## config.mk

```make
export PLATFORM = sky130hd
export DESIGN_NAME = ffba_table
export DESIGN_NICKNAME = d
export VERILOG_FILES = /design/src/rtl/ffba_pkg.sv /design/src/rtl/ffba_table.sv
export SDC_FILE = /design/constraint.sdc
export NUM_CORES = 2
export LEC_CHECK = 0
export BUFFER_PORTS_ARGS = -buffer_cell sky130_fd_sc_hd__buf_4
export CELL_PAD_IN_SITES_DETAIL_PLACEMENT = 1
export CELL_PAD_IN_SITES_GLOBAL_PLACEMENT = 2
export CORE_MARGIN = 2
export CORE_UTILIZATION = 52
export CTS_CLUSTER_DIAMETER = 30
export DETAILED_ROUTE_END_ITERATION = 10
export MAX_ROUTING_LAYER = met4
export PLACE_DENSITY_LB_ADDON = 0.2
export SLEW_MARGIN = 20
export SYNTH_ARGS = -nofsm -noshare
export SYNTH_HDL_FRONTEND = slang
export SYNTH_MEMORY_MAX_BITS = 65536
export SYNTH_SLANG_ARGS = --single-unit
```

## constraint.sdc

```tcl
create_clock -name clk -period 7.2 [get_ports clk]
set_clock_uncertainty 0.05 [all_clocks]
set_input_delay 1.08 -clock clk [delete_from_list [all_inputs] [get_ports clk]]
set_output_delay 1.08 -clock clk [all_outputs]
set_load 0.02 [all_outputs]
```

## src/rtl/ffba_pkg.sv

```systemverilog
// Shared types and constants for the first-fit block allocator.
// No dependencies.
package ffba_pkg;

    localparam int MaxRegions = 64;
    localparam int Alignment = 8;
    localparam int IdxW = $clog2(MaxRegions);
    localparam int CntW = $clog2(MaxRegions + 1);

    localparam logic [1:0] CMD_ALLOC = 2'd0;
    localparam logic [1:0] CMD_FREE = 2'd1;
    localparam logic [1:0] CMD_STATS = 2'd2;
    localparam logic [1:0] CMD_SPARE = 2'd3;

    localparam logic [2:0] ST_OK = 3'd0;
    localparam logic [2:0] ST_ZERO = 3'd1;
    localparam logic [2:0] ST_OVERFLOW = 3'd2;
    localparam logic [2:0] ST_NOMEM = 3'd3;
    localparam logic [2:0] ST_DOUBLE = 3'd4;
    localparam logic [2:0] ST_UNKNOWN = 3'd5;

    localparam logic REG_HEAP_START = 1'b0;
    localparam logic REG_HEAP_END = 1'b1;

    // One table entry.
    typedef struct packed {
        logic [31:0] start;
        logic [31:0] size;
        logic used;
    } region_t;

    // Round up to the alignment; the extra top bit flags a wrap.
    function automatic logic [32:0] round_up(input logic [31:0] v);
        logic [32:0] s;
        logic [32:0] mask;
        begin
            mask = ~(33'(Alignment) - 33'd1);
            s = {1'b0, v} + 33'(Alignment - 1);
            round_up = s & mask;
        end
    endfunction

endpackage

```

## src/rtl/ffba_table.sv

```systemverilog
// Region table memory: one write port and one registered read port.
// Depends on ffba_pkg.
module ffba_table (
    input  logic clk,
    input  logic we,
    input  logic [ffba_pkg::IdxW-1:0] waddr,
    input  ffba_pkg::region_t wdata,
    input  logic [ffba_pkg::IdxW-1:0] raddr,
    output ffba_pkg::region_t rdata
);

    ffba_pkg::region_t mem [ffba_pkg::MaxRegions];

    // Synchronous write and registered read.
    always_ff @(posedge clk)
    begin
        if (we)
        begin
            mem[waddr] <= wdata;
        end
        rdata <= mem[raddr];
    end

endmodule

```

# After elaboration in Yosys (flattened, before gate mapping)
# Memory sizes are Yosys's and may differ from the RTL's. A register that Yosys moved wholly into a read port is not among the register bits.
# Index checks and enable logic that the tools add are counted.
# op_classes
n_mux,2
# ops
operator,count
1-bit 2-to-1 mux,2
# word_totals
wordCells,3
mem_count,1
reg_bits,0
mem_bits_rw,4160
# mem_list
memory,depth,word_bits,rd,rd_clocked_by_memory_dff,wr,line_no,rtl
mem,64,65,1,1,1,ffba_table.sv:12,ffba_pkg::region_t mem [ffba_pkg::MaxRegions];

# Depth between registers and ports, before layout
# depth
depth_word,2
depth_mapped,9
depth_no_buf,4

# Worst setup path after synthesis
# Ideal clock, no wire load.
# synth_path
path_kind,input-to-reg
startpoint,in waddr[3] in the netlist's numbering
endpoint,"mem mem[48][0] in the netlist's numbering, enable pin"
slack_ns,0.564
n_path_buf,1
stages,4
arrival_time_ns,6.019
required_ns,6.582
cell_sequence,clkbuf_1 nor2b_1 nand4b_1 nor3_1
# synth_rtl
element,line_no,rtl
from (decl),ffba_table.sv:6,"input logic [ffba_pkg::IdxW-1:0] waddr,"
to (decl),ffba_table.sv:12,
# No word-level cell before the write port.

# Worst setup path in the final report
# layout_path
startpoint,in we
endpoint,"mem mem[6][49] in the netlist's numbering, enable pin"
# layout_between
elab_chain_len,2
# layout_lines
element,line_no,rtl
from (decl),ffba_table.sv:5,"input logic we,"
1-bit 2-to-1 mux,ffba_table.sv:17,if (we)
1-bit 2-to-1 mux (not written as such),ffba_table.sv:19,mem[waddr] <= wdata;
# No other way between the ends.

==> reports/results.ini <==
[run_status]
status = complete, no violations

[routing]
met2WireLength_um = 234000
route.met3.wl_um = 53100
top_layer = met4
met1_length_um = 185000
drt-wirelength-per-cell_um = 40.7
viasPerCell = 6.77
dr.pass1.iters = 5
wirelength_um = 488000
drtAntennaViolNets = 0
drc = 0
drtIter0Drc = 11588
vias = 81287

[critical_path]
slowest_delay_ns = 1.08
crit_slowest_cell = nor2_4
start_kind = input port
cp_data_required_time_ns = 7.79
r2r-start = mem[63][49]$_DFFE_PP_
cp_cell_sequence = buf_4 > nor2b_1 > nand3_1 > nor2_4 > buf_4
crit_arrival_ns = 4.12
r2r_setup_slack_ns = 4.82
crit_type = in2reg
end_kind = flip-flop
worstPathMaxFanout = 27
regToRegEndpoint = rdata[49]$_DFF_P_
cpMostUsedCell = buf_4
rr_worst_depth = 4

[global_routing]
grt_pass1_vias = 85189
grt_overflow_total = 0
grt_max_degree = 130
grt_pass1_wl_um = 681000
grt_use_total_pct = 32.8
antenna_found_initial = 28

[die]
die_w_um = 556
core_mm2 = 0.303
start_util_pct = 52.3
io_pins = 144
die-height_um = 556
fp-row-count = 202
die_area_mm2 = 0.309

[synth]
syn_area_per_cell_um2 = 24.0
ys_seq_area_share_pct = 79.7
synth_warnings = 0
synthCells = 6606
netlist.area_leader.share_pct = 78.9
synth_top_area_cell = edfxtp_1
synth_edf_count = 4160
synth_area_leaders = edfxtp_1, mux4_2, a22oi_1
ys_types = 27
async_flop_share_pct = 0
ys.flop_type = edfxtp_1
synth-seq-cells = 4225
syn_area_mm2 = 0.158
synth_top_cells_by_count = edfxtp_1, mux4_2, a22oi_1, buf_2, o22ai_1
yosysMostFrequentCell = edfxtp_1
syn_nets = 6685

[clocking]
cts_root_buf = clkbuf_16
clk_latency_ns = 1.08
cts_hold_buf = 0
cts_buffers = 760
cts_tree = built
cts_setup_buffers = 0
htree_levels = 6
cts.clk_slew.worst_paths_ns = 0.05
cts_buffer_depth = 4
cts_sinks = 4225
cts-resized-gates = 0

[job]
maxCapViolCount = 0

[timing]
max_freq_mhz = 284
hold_viol_final = 0
slew_violations = 0
timing.hold.ws_ns = 0.499
layout_setup_ws_ns = 3.67
fin_tns_setup_ns = 0
tightest_slew_ns = 1.22
finalSetupViolCount = 0
relSlewSlack_pct = 18.3
period_minus_slack_ns = 3.53
rsz0062_at_grt = false
finalCritPeriodShare_pct = 49.0

[placed_design]
port_buffers = 143
place_ws_ns = 2.78
dpl.hpwl_um = 250000
dp.cells = 10555
place.gp.congestion = 0.801

[cells_and_area]
drive_above_1_share_pct = 34.1
syn2layout_area_growth_pct = 21.4
fin_cells = 12000
nets = 7419

[worst_hold_path]
holdPathStages = 1
worstHoldStart = wdata[35]
hold_end = mem[21][35]$_DFFE_PP_
hold_path_class = in2reg

[power]
cellLeakagePower_uw = 0.0617
ir_drop_mv = 0.288
p_per_area_mw_per_mm2 = 348
p_total_uw = 66900

-- registers in the layout, indices dropped and copies added (netlist names) --
name / count
rdata: 65
mem: 4160
-- cells by family (layout without fill, tap and decap cells) --
| family | after synthesis | after routing | share of synthesized area [%] |
|---|---|---|---|
| flops | 4225 | 4225 | 79.7 |
| mux | 1143 | 1143 | 15.4 |
| compound gates | 566 | 566 | 2.72 |
| buf+inv | 377 | 1770 | 1.20 |
| simple gates | 295 | 295 | 0.911 |
| other cells | 0 | 23 | 0 |
-- layout by cell type, fill, tap and decap left out, drive strengths merged, types with 2 or more instances in the layout --
| master | count |
|---|---|
| diode | 23 |
| nor2b | 9 |
| nor2 | 112 |
| nand2 | 8 |
| buf | 349 |
| nand3b | 25 |
| a22oi | 260 |
| o221ai | 46 |
| o211a | 65 |
| inv | 58 |
| mux4 | 1040 |
| clkinv | 298 |
| clkbuf | 858 |
| nand2b | 9 |
| and2 | 3 |
| bufinv | 114 |
| a211oi | 65 |
| nand4 | 2 |
| or2 | 2 |
| clkinvlp | 93 |
| edfxtp | 4160 |
| nor3 | 2 |
| or3 | 3 |
| dfxtp | 65 |
| nand3 | 115 |
| or3b | 4 |
| mux2i | 103 |
| o22ai | 130 |
-- power by group --
| part | switching (µW) | internal, µW | total [µW] |
|---|---|---|---|
| Sequential | 141 | 27300 | 27400 |
| Combinational | 1660 | 871 | 2530 |
| Clock | 13100 | 23900 | 37000 |
-- per-stage QoR --
step                utilization, %  instance area (µm²)
finish                        63.5               192000
global route                  63.5               192000
CTS                           63.4               192000
detailed placement            54.6               165000
global placement              54.5               165000
floorplan                        -               158000
-- how the worst max path moves through the flow --
stage / from / endpoint / slack (ns) / cells after the start
3_5_place_dp: we / mem[6][42]$_DFFE_PP_ / 2.78 / 5
2_1_floorplan: waddr[3] / mem[48][0]$_DFFE_PP_ / 0.56 / 4
4_1_cts: raddr[0] / rdata[45]$_DFF_P_ / 3.84 / 6
6_report: we / mem[6][49]$_DFFE_PP_ / 3.67 / 5
3_3_place_gp: raddr[0] / rdata[40]$_DFF_P_ / 2.79 / 6
5_1_grt: raddr[0] / rdata[45]$_DFF_P_ / 3.68 / 6
-- layer usage --
metal / vias to the layer above / track usage, %
li1: 30527 / -
met4: 0 / 9.95
met3: 881 / 7.41
met5: - / -
met1: 44573 / 44.9
met2: 5306 / 50.0
-- worst max-delay path: cells and delay by family --
kind | cells | cell delay [ns]
simple gates | 3 | 2.14
buf+inv | 2 | 0.85
-- area by class of cell --
cell class / count / area [µm²]
sequential: 4225 / 126000
fill: 23554 / 111000
multi-input combinational: 2004 / 30800
clock buffer: 858 / 19600
clock inverter: 563 / 7250
tap: 3978 / 4980
timing repair buffer: 349 / 3260
antenna: 23 / 57.6
No activity file was read; power rests on OpenSTA's default activity.
